`config.mk`:
```
export PLATFORM = sky130hd
export DESIGN_NAME = cig_div
export DESIGN_NICKNAME = d
export VERILOG_FILES = /design/src/design/cig_pkg.sv /design/src/design/cig_div.sv
export SDC_FILE = /design/constraint.sdc
export NUM_CORES = 1
export LEC_CHECK = 0
export ABC_AREA = 1
export BUFFER_PORTS_ARGS = -buffer_cell sky130_fd_sc_hd__buf_2
export CAP_MARGIN = 25
export CORE_AREA = 2 2 121 123
export CTS_BUF_LIST = sky130_fd_sc_hd__clkbuf_4 sky130_fd_sc_hd__clkbuf_8 sky130_fd_sc_hd__clkbuf_16
export DETAILED_ROUTE_END_ITERATION = 6
export DIE_AREA = 0 0 123 125
export PLACE_DENSITY_LB_ADDON = 0.12
export SYNTH_ARGS = -nofsm -noshare
export SYNTH_HDL_FRONTEND = slang
export SYNTH_SLANG_ARGS = --single-unit
```
`constraint.sdc`:
```
create_clock -name aclk -period 2.65 [get_ports aclk]
set_input_delay 0.3975 -clock aclk [delete_from_list [all_inputs] [get_ports aclk]]
set_output_delay 0.3975 -clock aclk [all_outputs]
set_load 0.01 [all_outputs]
```
`src/design/cig_pkg.sv`:
```
// ----------------------------------------------------------------------------
// cig_pkg: shared types and constants
// Sizes, register indexes, sequencer states and divider request type for the
// chunk interpolating gripper setpoint block.
// ----------------------------------------------------------------------------
`default_nettype none
package cig_pkg;

    // chunk capacity per bank
    localparam int MAX_SAMPLES = 64;
    localparam int IDX_W       = $clog2(MAX_SAMPLES);
    localparam int CNT_W       = $clog2(MAX_SAMPLES + 1);
    localparam int ADDR_W      = IDX_W + 1;
    localparam int DEPTH       = 2 * MAX_SAMPLES;

    // fixed field widths
    localparam int OPEN_W = 17;
    localparam int POS_W  = 18;
    localparam int DT_W   = 20;
    localparam int TIME_W = 32;
    localparam int PROD_W = OPEN_W + DT_W;

    // divider widths
    localparam int DQ_W   = 32;
    localparam int DR_W   = DT_W;
    localparam int DCNT_W = 6;

    // Q1.16 one
    localparam logic [OPEN_W-1:0] ONE_Q16  = 17'd65536;
    localparam logic [PROD_W:0]   HALF_Q16 = 38'd32768;

    // iteration counts
    localparam logic [DCNT_W-1:0] ITER_FULL = 6'd32;
    localparam logic [DCNT_W-1:0] ITER_FRAC = 6'd17;

    // register indexes
    typedef enum logic [1:0] {
        REG_SMOOTH_ALPHA = 2'd0,
        REG_MIN_POSITION = 2'd1,
        REG_MAX_POSITION = 2'd2,
        REG_SEGMENT_TIME = 2'd3
    } reg_index_t;

    // operation codes
    typedef enum logic {
        OP_LOAD = 1'b0,
        OP_TICK = 1'b1
    } op_t;

    // sequencer states
    typedef enum logic [4:0] {
        ST_IDLE,
        ST_MNUM,
        ST_DIV,
        ST_MOPEN,
        ST_CHK,
        ST_SEG,
        ST_RD0,
        ST_RD1,
        ST_MUL1,
        ST_ACC,
        ST_INT,
        ST_RDLAST,
        ST_EMA,
        ST_EMA1,
        ST_EMA2,
        ST_OPOS,
        ST_OPOS2,
        ST_OUT
    } state_t;

    // divider start request
    typedef struct packed {
        logic              start;
        logic [DR_W-1:0]   rem_init;
        logic [DQ_W-1:0]   quo_init;
        logic [DR_W-1:0]   den;
        logic [DCNT_W-1:0] iters;
    } div_req_t;

endpackage
`default_nettype wire

```
`src/design/cig_div.sv`:
```
// ----------------------------------------------------------------------------
// cig_div: iterative restoring divider
// One quotient bit per cycle; partial remainder preloaded so that a short
// quotient runs only as many steps as it has bits.
// ----------------------------------------------------------------------------
`default_nettype none
module cig_div (
    input  wire                          aclk,
    input  wire                          aresetn,
    input  cig_pkg::div_req_t            req,
    output logic                         busy,
    output logic [cig_pkg::DQ_W-1:0]     quo,
    output logic [cig_pkg::DR_W-1:0]     rem
);

    logic                         busy_reg, busy_next;
    logic [cig_pkg::DCNT_W-1:0]   cnt_reg, cnt_next;
    logic [cig_pkg::DR_W-1:0]     rem_reg, rem_next;
    logic [cig_pkg::DQ_W-1:0]     quo_reg, quo_next;
    logic [cig_pkg::DR_W-1:0]     den_reg, den_next;
    logic [cig_pkg::DR_W:0]       trial;

    // one shift-subtract step
    always_comb begin
        busy_next = busy_reg;
        cnt_next  = cnt_reg;
        rem_next  = rem_reg;
        quo_next  = quo_reg;
        den_next  = den_reg;
        trial     = {rem_reg, quo_reg[cig_pkg::DQ_W-1]};
        if (req.start) begin
            busy_next = 1'b1;
            cnt_next  = req.iters;
            rem_next  = req.rem_init;
            quo_next  = req.quo_init;
            den_next  = req.den;
        end else if (busy_reg) begin
            if (trial >= {1'b0, den_reg}) begin
                rem_next = cig_pkg::DR_W'(trial - {1'b0, den_reg});
                quo_next = {quo_reg[cig_pkg::DQ_W-2:0], 1'b1};
            end else begin
                rem_next = trial[cig_pkg::DR_W-1:0];
                quo_next = {quo_reg[cig_pkg::DQ_W-2:0], 1'b0};
            end
            cnt_next = cnt_reg - 1'b1;
            if (cnt_reg == cig_pkg::DCNT_W'(1)) begin
                busy_next = 1'b0;
            end
        end
    end

    // control registers
    always_ff @(posedge aclk) begin
        if (!aresetn) begin
            busy_reg <= 1'b0;
            cnt_reg  <= '0;
        end else begin
            busy_reg <= busy_next;
            cnt_reg  <= cnt_next;
        end
    end

    // datapath registers
    always_ff @(posedge aclk) begin
        rem_reg <= rem_next;
        quo_reg <= quo_next;
        den_reg <= den_next;
    end

    assign busy = busy_reg;
    assign quo  = quo_reg;
    assign rem  = rem_reg;

endmodule
`default_nettype wire

```
# ---- Yosys cells after proc, flatten, opt, wreduce, memory -nomap -nowiden
# Cells that the tools add are included.
dict set report totals {
  output_inout_bits 53
  word_cells 21
  in_bits 81
  ff_bits 79
}
dict set report op_classes {
  order_cmp 1
  n_eq_ne 1
  muxes 11
  n_reduce_logical 1
  addsub 2
}
# operator count
set op_table {}
lappend op_table {{32-bit 2-to-1 mux} 2}
lappend op_table {{20-bit 2-to-1 mux} 3}
lappend op_table {{21-bit by 20-bit greater-or-equal comparator with 1-bit output} 1}
lappend op_table {{20-bit subtractor} 1}
lappend op_table {{6-bit 2-to-1 mux} 2}
lappend op_table {{6-bit by 1-bit == test with 1-bit output (second input constant)} 1}
lappend op_table {{6-bit by 1-bit subtractor with 6-bit output (second input constant)} 1}
lappend op_table {{1-bit 2-to-1 mux} 4}
lappend op_table {{2-bit nonzero test} 1}

# ---- Logic depth before layout (Yosys ltp)
# Gate-level depths: netlist of run 1.
dict set report logic_depth {
  word_depth 4
  ltp_mapped 15
  ltp_nobuf 15
}

# ---- Least setup slack after synthesis of run 1
# OpenSTA, ideal clock, no wires.
dict set report synth_path {
  path_type {input port to flip-flop}
  start {input port req[78] (netlist name)}
  end {register busy_reg (netlist: busy)}
  setup_time_ns 0.067
  t_arrival_ns 2.197
  stages 5
  path_buffers 1
  slack_ns 0.387
  required_ns 2.583
  cell_sequence {clkbuf_1 nor2_1 inv_1 o311ai_0 inv_1}
}
dict set report synth_between {
  elab_chain_cells 1
}
# element line_no
set synth_rtl {}
lappend synth_rtl {{start: declaration} cig_div.sv:10} ;# input cig_pkg::div_req_t req,
lappend synth_rtl {{1-bit 2-to-1 mux} cig_div.sv:31} ;# if (req.start) begin
lappend synth_rtl {{end signal: assignment} cig_div.sv:58} ;# busy_reg <= busy_next;
lappend synth_rtl {{end: declaration} cig_div.sv:16} ;# logic busy_reg, busy_next;
# Every way passes these cells.
# A chain may end at the register's enable or synchronous reset.

# ---- Final worst setup path of run 1
dict set report layout_path {
  start {register rem_reg, in the netlist rem[17]}
  end {register rem_reg, in the netlist rem[19], data pin}
}
dict set report layout_between {
  elab_chain_cells 4
  elab_cells_between_ends 5
  cone_classes {1 x add/sub; 1 x order compare; 3 x mux}
}
# element line_no
set layout_rtl {}
lappend layout_rtl {{start: declaration} cig_div.sv:18} ;# logic [cig_pkg::DR_W-1:0] rem_reg, rem_next;
lappend layout_rtl {{start signal: assignment} cig_div.sv:65} ;# rem_reg <= rem_next;
lappend layout_rtl {{20-bit subtractor / 21-bit by 20-bit greater-or-equal comparator with 1-bit output (equally long branches)} {cig_div.sv:39, cig_div.sv:38}}
lappend layout_rtl {{20-bit 2-to-1 mux *} cig_div.sv:38} ;# if (trial >= {1'b0, den_reg}) begin
lappend layout_rtl {{20-bit 2-to-1 mux *} cig_div.sv:37} ;# end else if (busy_reg) begin
lappend layout_rtl {{20-bit 2-to-1 mux *} cig_div.sv:31}
lappend layout_rtl {{named net rem_next, one bit} cig_div.sv:18}
# Mark *: on every way through the listed nets, which the timed path passes. The rest lies on a longest branch. The select of a mux whose other input is x is not followed.

==> results by group, run 1 <==
Final layout
  – Fraction of layout cells with a size suffix above 1: about 22%
  – Area grow syn2layout: 22.9%
  – # nets final: between 800 and 900
  – Number of flip-flops in the largest register: 32
  – # diodes: 0
  – Fill cells: roughly 1,500

Detailed routing
  – Post-Route WL: about 13 mm
  – Antenna-violating nets left: 0
  – DR vias: ~4,500
  – Residual DRC count: 0
  – Initial DRC count: around 180
  – Detailed-route wire length per cell: roughly 14 um
  – Vias/cell: ~4.6
  – Pre-antenna DRT Iters: 6

CTS
  – CTS Hold Bufs: 0
  – Clock transition at path regs: 60 ps
  – CTS root buffer: clkbuf_16
  – CTS buffer count: 9
  – Post-CTS setup buffer count: 0
  – Longest Clk Path Bufs: 2
  – H-tree levels: 3
  – Post-cts sizing count: 0
  – CTS tree: built
  – Clk Latency, worst-skew pair: ~340 ps
  – CTS Sinks: 79

Timing
  – RSZ-0062 raised after global routing: false
  – Fin. Hold Viols: 0
  – Worst setup margin: about 220 ps
  – FMAX: 412 MHz
  – Final period util: between 90% and 100%
  – Setup Viol. Count Final: 0
  – Final clock skew: just under 6 ps
  – Max-slew headroom: 66.4%
  – Minimum clock period: roughly 2400 ps
  – Final slew viol count: 0
  – Setup_tns: 0 ps
  – Slew at the pin with the worst max-slew slack: between 400 and 500 ps
  – Hold Slack: roughly 230 ps

Placed design
  – PortBufs: between 100 and 150
  – DP HPWL: about 10 mm
  – Dpl ws: 299 ps
  – RD Place Congestion: slightly above 0.9

Floorplanning
  – Initial core utilization: a little over a third
  – Die ar.: approximately 15,000 um^2
  – Chip Height: between 100 and 150 um
  – Core ar.: around 14,000 um^2
  – IO Pins: approximately 130
  – Chip width: approximately 120 um
  – Std cell rows: 44

Worst setup path
  – CP arrival: between 2000 and 3000 ps
  – Worst-path maximum fanout: 21
  – Worst Setup Start Kind: flop
  – Setup crit end kind: flop
  – CP Data Required Time: roughly 2800 ps
  – Crit Path Category: reg -> reg

Synthesis
  – Most frequent cell after synthesis: nand2_1
  – Commonest cells post-synth: nand2_1 (292), inv_1 (88), edfxtp_1 (72)
  – Yosys cell types: 33
  – Top cell type's share of synthesized area: 43.7%
  – Post-Syn Instances: 640
  – Post-synth top flop: edfxtp_1
  – Seq/Total Area, Yosys: between 40% and 50%
  – Cell taking the most area after synthesis: edfxtp_1
  – Synth top area cells: edfxtp_1 (44%), nand2_1 (22%), inv_1 (6.7%)
  – Post-synth ARST share: 0%
  – Post-synth EDFFs: just over 70
  – Synthesized area: a little under 5000 um^2
  – Syn_area_per_cell: approximately 7.7 um^2
  – Synth warn: 0
  – #FFs+latches synth: roughly 80
  – Synth Net Count: approximately 740

Global routing
  – Antenna violations before repair: 0
  – GRT overflow: 0
  – Gr usage total: between 10% and 20%
  – Vias in the first global route: 4,619
  – Largest net degree at the start of global routing: 76
  – First-pass GRT wire length: roughly 22 mm

Power
  – Peak VDD IR: 317 uV
  – Pwr dens: 739 nW/um^2
  – Leakage: between 3 and 4 nW

Status
  – Status: finished clean

Hold path
  – Min-delay worst type: in -> reg

Flow run
  – Max cap viols: 0
-- cell families (layout without fill, tap and decap cells) --
kind of cell	after synthesis	in the layout	share of synthesized area (%)
AOI/OAI and AO/OA	29	29	3.36
xor gates and xnor gates	10	10	1.77
adders and majority gates	23	23	5.96
buffers and inverters	107	246	9.02
DFF	79	79	46.5
and+or+nand+nor	392	392	33.4
-- cell type report --
type	instances	area (um^2)	area share, %
clock buffer	9	225	3.70
clock inverter	7	40.0	0.658
inverter	89	334	5.49
multi-input combinational	454	2200	36.2
sequential	79	2300	37.8
tap	184	230	3.78
timing repair buffer	141	751	12.3
-- layer usage --
layer / track usage, % / part of all wire, %
met4: 6.55 / 1.9
met1: 22.6 / 43
met2: 30.9 / 48
met5: 0 / 0
met3: 5.34 / 7.0
-- where the power goes --
| group | leakage (nW) | total (W) | switching [W] | internal (W) |
|---|---|---|---|---|
| sequential | 0.784 | 0.00168 | 0.000104 | 0.00157 |
| clock | 0.122 | 0.00113 | 0.000507 | 0.000624 |
| combinational | 2.26 | 0.00169 | 0.00104 | 0.000649 |
| total | 3.17 | 0.00450 | 0.00165 | 0.00285 |
-- worst paths after layout --
check / to / depth (start not counted) / slack [ps] / start
worst min-delay path: den_reg[15]$_DFFE_PP_ / 1 / 230 / req[21]
worst max register to register: rem[19]$_DFFE_PP_ / 11 / 220 / rem[17]$_DFFE_PP_
worst max-delay path: rem[19]$_DFFE_PP_ / 11 / 220 / rem[17]$_DFFE_PP_
worst min register to register: cnt_reg[5]$_SDFFE_PN0P_ / 2 / 510 / cnt_reg[5]$_SDFFE_PN0P_
-- critical path: stages (launching register included) --
cell and delay (ps):
edfxtp_1 440, ha_1 410, a21oi_1 230, o21a_1 160
nand2_1 60, nor2_1 280, nand2_1 160, buf_12 180
nand2_1 80, nand2_1 60, nand2_1 70, nand2_1 40
-- stage by stage --
step / cell area [um^2] / total power [W] / std cells / util (%)
finish: 6080 / 0.00450 / 963 / 42.8
global route: 6080 / 0.00484 / 963 / 42.8
CTS: 6080 / 0.00455 / 963 / 42.8
detailed placement: 5820 / 0.00340 / 947 / 41.0
global placement: 5820 / 0.00339 / 947 / 41.0
floorplan: 4950 / 0.00286 / 640 / -
-- cell usage in the layout (no fill, tap or decap), types with 4 or more instances in the layout --
| cell | n |
|---|---|
| nand3b_1 | 22 |
| dfxtp_1 | 7 |
| ha_1 | 22 |
| nor2_1 | 23 |
| buf_2 | 133 |
| buf_4 | 6 |
| nor2_2 | 4 |
| edfxtp_1 | 72 |
| o21ai_0 | 4 |
| inv_1 | 87 |
| xnor2_1 | 7 |
| clkbuf_16 | 9 |
| nand2_1 | 292 |
| a21oi_1 | 14 |
| nand3_1 | 39 |
(Power assumes the default switching activity.)
==> run 2: changes to the inputs <==
- REMOVE_ABC_BUFFERS: unset -> 1
==> run 2 against run 1 <==
Core utilization grew 0.53 points. Largest cell class unchanged. Count of clock-buffer cells in the layout grew 2. Power grew 4.9%. Critical path type unchanged. Critical endpoint is now rem[18]$_DFFE_PP_. Largest power group unchanged.
==> results by group, run 2 (synthesis results as in run 1) <==
Floorplanning
  – Std cell rows: 44
  – Core ar.: roughly 14,000 um^2
  – Initial core utilization: 34.9%
  – Chip width: between 100 and 150 um
  – Die ar.: approximately 15,000 um^2
  – Chip Height: around 130 um
  – IO Pins: 134

CTS
  – Post-cts sizing count: 0
  – CTS tree: built
  – CTS Hold Bufs: 0
  – H-tree levels: 3
  – Clock transition at path regs: approximately 70 ps
  – CTS buffer count: 9
  – CTS root buffer: clkbuf_16
  – Longest Clk Path Bufs: 2
  – Clk Latency, worst-skew pair: 350 ps
  – Post-CTS setup buffer count: 0
  – CTS Sinks: a little under 80

Worst setup path
  – Worst Setup Start Kind: flop
  – Critical Path Slowest Stage Cell: edfxtp_1
  – Crit-path max cell delay: roughly 420 ps
  – Setup crit end kind: flop
  – CP Data Required Time: approximately 2800 ps
  – CP arrival: approximately 2500 ps
  – Crit Path Category: reg -> reg
  – CP Cell Sequence: ha_1, nand2_1, inv_1, nand2_1, nand2_1, a21oi_1, nand2_1, nand2_2, buf_4, nand3_1, nand2_1, inv_1, nand2_1, nand2_1
  – Worst-path maximum fanout: 19
  – CP most frequent cell: nand2_1

Detailed routing
  – Met1 wire length: slightly above 6 mm
  – Pre-antenna DRT Iters: 4
  – Initial DRC count: between 200 and 250
  – Post-Route WL: 13.5 mm
  – DR vias: approximately 4,400
  – Residual DRC count: 0
  – Met2 WL: between 6 and 7 mm
  – Vias/cell: between 4 and 5
  – Met3 wire len: roughly 1000 um
  – Detailed-route wire length per cell: 14.0 um
  – Top sig layer: met4
  – Antenna-violating nets left: 0

Timing
  – Final period util: between 90% and 100%
  – Max-slew headroom: about 58%
  – Final slew viol count: 0
  – Setup Viol. Count Final: 0
  – Minimum clock period: 2430 ps
  – Final clock skew: slightly below 6 ps
  – Fin. Hold Viols: 0
  – Slew at the pin with the worst max-slew slack: 627 ps
  – FMAX: 412 MHz
  – Worst setup margin: 221 ps
  – RSZ-0062 raised after global routing: false

Flow run
  – Max cap viols: 0

Final layout
  – Commonest cells after routing, fill and taps aside: nand2_1 (292), buf_2 (133), inv_1 (87)
  – Fill cells: around 1,500
  – Area grow syn2layout: 24.4%
  – # diodes: 0
  – Area of the multi-input gates: about 2200 um^2
  – Commonest non-fill, non-tap cell in the layout: nand2_1
  – # nets final: between 800 and 900
  – Number of flip-flops in the largest register: 32
  – Register area: roughly 2300 um^2
  – Fraction of layout cells with a size suffix above 1: 22.3%

Global routing
  – GRT overflow: 0
  – Antenna violations before repair: 1
  – Largest net degree at the start of global routing: 59
  – Gr usage total: between 10% and 20%
  – Vias in the first global route: approximately 4,400
  – First-pass GRT wire length: approximately 22 mm

Placed design
  – PortBufs: 133
  – Dpl ws: about 260 ps
  – RD Place Congestion: 0.878
  – DP HPWL: about 10 mm

Power
  – Pwr dens: 766 nW/um^2
  – Peak VDD IR: 304 uV
  – Leakage: ~3.2 nW
  – Power, Total: ~0.0047 W

Status
  – Status: finished clean

Hold path
  – Min-delay worst type: in -> reg
-- run 2: critical path, delay by kind of cell (launching register included) --
| kind | cells | cell delay (ps) |
|---|---|---|
| DFF | 1 | 420 |
| and+or+nand+nor | 9 | 790 |
| buffers and inverters | 3 | 380 |
| adders and majority gates | 1 | 380 |
| AOI/OAI and AO/OA | 1 | 210 |
-- run 2: final timing paths --
check	from	endpoint	slack [ps]	cells after the start
worst max-delay path	rem[6]$_DFFE_PP_	rem[18]$_DFFE_PP_	220	14
worst min-delay path	req[19]	den_reg[13]$_DFFE_PP_	220	1
worst max register to register	rem[6]$_DFFE_PP_	rem[18]$_DFFE_PP_	220	14
worst min register to register	cnt_reg[5]$_SDFFE_PN0P_	cnt_reg[5]$_SDFFE_PN0P_	510	2
-- run 2: area by class of cell --
type                       count  area share, %
inverter                      89           5.42
clock inverter                 5          0.995
clock buffer                  11           4.29
tap                          184           3.74
multi-input combinational    454           35.8
sequential                    79           37.4
timing repair buffer         143           12.4
-- run 2: routing by layer --
layer | global-route usage (%) | vias to the layer above
met2 | 28.9 | 126
met4 | 5.21 | 0
li1 | - | 2306
met1 | 24.3 | 1997
met5 | 0 | -
met3 | 5.61 | 8
-- run 2: metrics by stage --
step	util (%)	hold slack, ps	cells	setup TNS, ps	area [um^2]
floorplan	-	469	622	-2100	4840
global placement	41.1	497	949	0	5830
detailed placement	41.1	499	949	0	5830
CTS	43.4	205	965	0	6160
global route	43.4	206	965	0	6160
finish	43.4	221	965	0	6160
-- run 2: report_power, final --
part,switching [W],leakage (nW),internal [W],total [W]
Combinational,0.00104,2.27,0.000647,0.00169
Clock,0.000543,0.161,0.000818,0.00136
Sequential,0.0000960,0.784,0.00157,0.00167
Total,0.00168,3.22,0.00304,0.00472
==> run 3: changes to the inputs <==
- CORE_AREA: 2 2 121 123 -> 2 2 100 102
- DIE_AREA: 0 0 123 125 -> 0 0 102 104
==> run 3 against run 2 <==
Wire length down 10%. Combinational power about the same. Register-to-register slack about the same. Hold slack worse by 14 ps. Sequential cell count unchanged. Sequential power about the same. Critical path depth down 2. Setup slack better by 2.5 ps. Core utilization up 19 points.
==> results by group, run 3 (synthesis results as in run 1) <==
Placed design
  – Dpl ws: 244 ps
  – DP HPWL: just under 9 mm
  – PortBufs: between 100 and 150
  – RD Place Congestion: between 0.9 and 1

CTS
  – Post-CTS setup buffer count: 0
  – CTS Hold Bufs: 0
  – Clock transition at path regs: 80 ps
  – CTS buffer count: 9
  – Longest Clk Path Bufs: 2
  – CTS tree: built
  – CTS Sinks: just under 80
  – Post-cts sizing count: 0
  – Clk Latency, worst-skew pair: roughly 360 ps
  – H-tree levels: 3
  – CTS root buffer: clkbuf_8

Detailed routing
  – Detailed-route wire length per cell: roughly 13 um
  – Initial DRC count: about 220
  – Residual DRC count: 0
  – Pre-antenna DRT Iters: 6
  – Post-Route WL: 12.1 mm
  – Vias/cell: approximately 4.9
  – Antenna-violating nets left: 0
  – DR vias: roughly 4,500

Power
  – Pwr dens: 713 nW/um^2
  – Peak VDD IR: between 300 and 400 uV
  – Sw Share: 37.0%
  – Reg power frac: roughly two fifths
  – Clock power frac: 21.6%
  – Internal power: roughly 0.0027 W
  – Sw power: about 0.0016 W
  – Comb pwr share: about two fifths
  – Leakage: around 3.2 nW

Worst setup path
  – Crit-path max cell delay: about 440 ps
  – Worst-path maximum fanout: 19
  – Critical Path Slowest Stage Cell: edfxtp_1
  – CP arrival: ~2500 ps
  – Worst Setup Start Kind: flop
  – Crit Path Category: reg -> reg
  – Setup crit end kind: flop
  – CP Data Required Time: roughly 2800 ps
  – CP Cell Sequence: ha_1, nand2_1, inv_1, nand2_1, inv_1, a21oi_1, nand2_1, nand2_2, buf_4, nand3b_1, nand3_1, nand2_1
  – CP most frequent cell: nand2_1

Global routing
  – First-pass GRT wire length: between 20 and 25 mm
  – Gr usage total: ~24%
  – Largest net degree at the start of global routing: just under 80
  – Antenna violations before repair: 0
  – GRT overflow: 0
  – Vias in the first global route: 4,448

Final layout
  – Area of the multi-input gates: 2200 um^2
  – Commonest cells after routing, fill and taps aside: nand2_1 (291), buf_2 (133), inv_1 (87)
  – Fraction of layout cells with a size suffix above 1: ~22%
  – Fill cells: between 900 and 1,000
  – Commonest non-fill, non-tap cell in the layout: nand2_1
  – # diodes: 0
  – # nets final: 880
  – Area grow syn2layout: 20.4%
  – Register area: roughly 2300 um^2
  – Number of flip-flops in the largest register: 32

Status
  – Status: finished clean

Timing
  – Final period util: between 90% and 100%
  – Slew at the pin with the worst max-slew slack: roughly 830 ps
  – Final clock skew: approximately 7.2 ps
  – RSZ-0062 raised after global routing: false
  – Final slew viol count: 0
  – Setup Viol. Count Final: 0
  – FMAX: slightly above 400 MHz
  – Minimum clock period: between 2000 and 2500 ps
  – Worst setup margin: approximately 220 ps
  – Max-slew headroom: about 45%
  – Fin. Hold Viols: 0
  – Setup_tns: 0 ps

Hold path
  – Min-delay worst type: in -> reg

Floorplanning
  – Chip width: just over 100 um
  – Core ar.: around 9500 um^2
  – Chip Height: about 100 um
  – Initial core utilization: roughly half
  – Std cell rows: 36
  – IO Pins: between 100 and 150
  – Die ar.: about 11,000 um^2

Flow run
  – Max cap viols: 0
[run 3: cell count changes in the layout (fill, tap and decap cells not counted), moves of 2 or more]
cell / before / now
clkbuf_16: 10 / 1
clkbuf_8: 1 / 11
clkinv_4: 2 / 0
clkbuf_4: 0 / 2
[run 3: area by class of cell]
| class | count | area share (%) |
|---|---|---|
| clock inverters | 2 | 0.189 |
| repair buffers | 143 | 12.6 |
| clock buffers | 14 | 3.21 |
| multi-input cells | 454 | 37.0 |
| flip-flops and latches | 79 | 38.6 |
| inverters | 89 | 5.60 |
| well taps | 133 | 2.79 |
[run 3: metal layers]
layer	wire [um]	share of wire, %	global-route usage, %	vias to the layer above
met5	0	0	0	-
met4	264	2.2	9.33	0
met3	924	7.6	6.45	24
met2	5680	47	39.2	157
met1	5240	43	30.5	2023
li1	-	-	-	2301
[run 3: worst paths after layout]
check | slack [ps] | depth (start not counted) | to | start
max | 220 | 12 | rem[7]$_DFFE_PP_ | rem[9]$_DFFE_PP_
min | 210 | 1 | den_reg[6]$_DFFE_PP_ | req[12]
max reg2reg | 220 | 12 | rem[7]$_DFFE_PP_ | rem[9]$_DFFE_PP_
min reg2reg | 510 | 2 | cnt_reg[5]$_SDFFE_PN0P_ | cnt_reg[5]$_SDFFE_PN0P_
[run 3: power by group through the flow]
stage               logic (W)  registers, W  clock network [W]
floorplan             0.00106       0.00175                  0
global placement      0.00161       0.00169                  0
detailed placement    0.00164       0.00170                  0
CTS                   0.00165       0.00167           0.000942
global route          0.00188       0.00170           0.000992
finish                0.00166       0.00167           0.000917
[run 3: stage by stage]
stage	instances	area [um^2]	hold slack, ps	util [%]	total power, W
2_1_floorplan	622	4840	469	-	0.00281
3_3_place_gp	898	5760	496	60.3	0.00330
3_5_place_dp	898	5760	499	60.3	0.00334
4_1_cts	914	5960	189	62.4	0.00427
5_1_grt	914	5960	184	62.4	0.00457
6_report	914	5960	206	62.4	0.00425
[run 3: critical path: cells and delay by family (launching register included)]
kind | cells | cell delay, ps
AO/OA/AOI/OAI | 1 | 200
AND/OR/NAND/NOR | 7 | 760
adder cells (fa/ha/maj) | 1 | 390
flip-flops | 1 | 440
buffers and inverters | 3 | 380
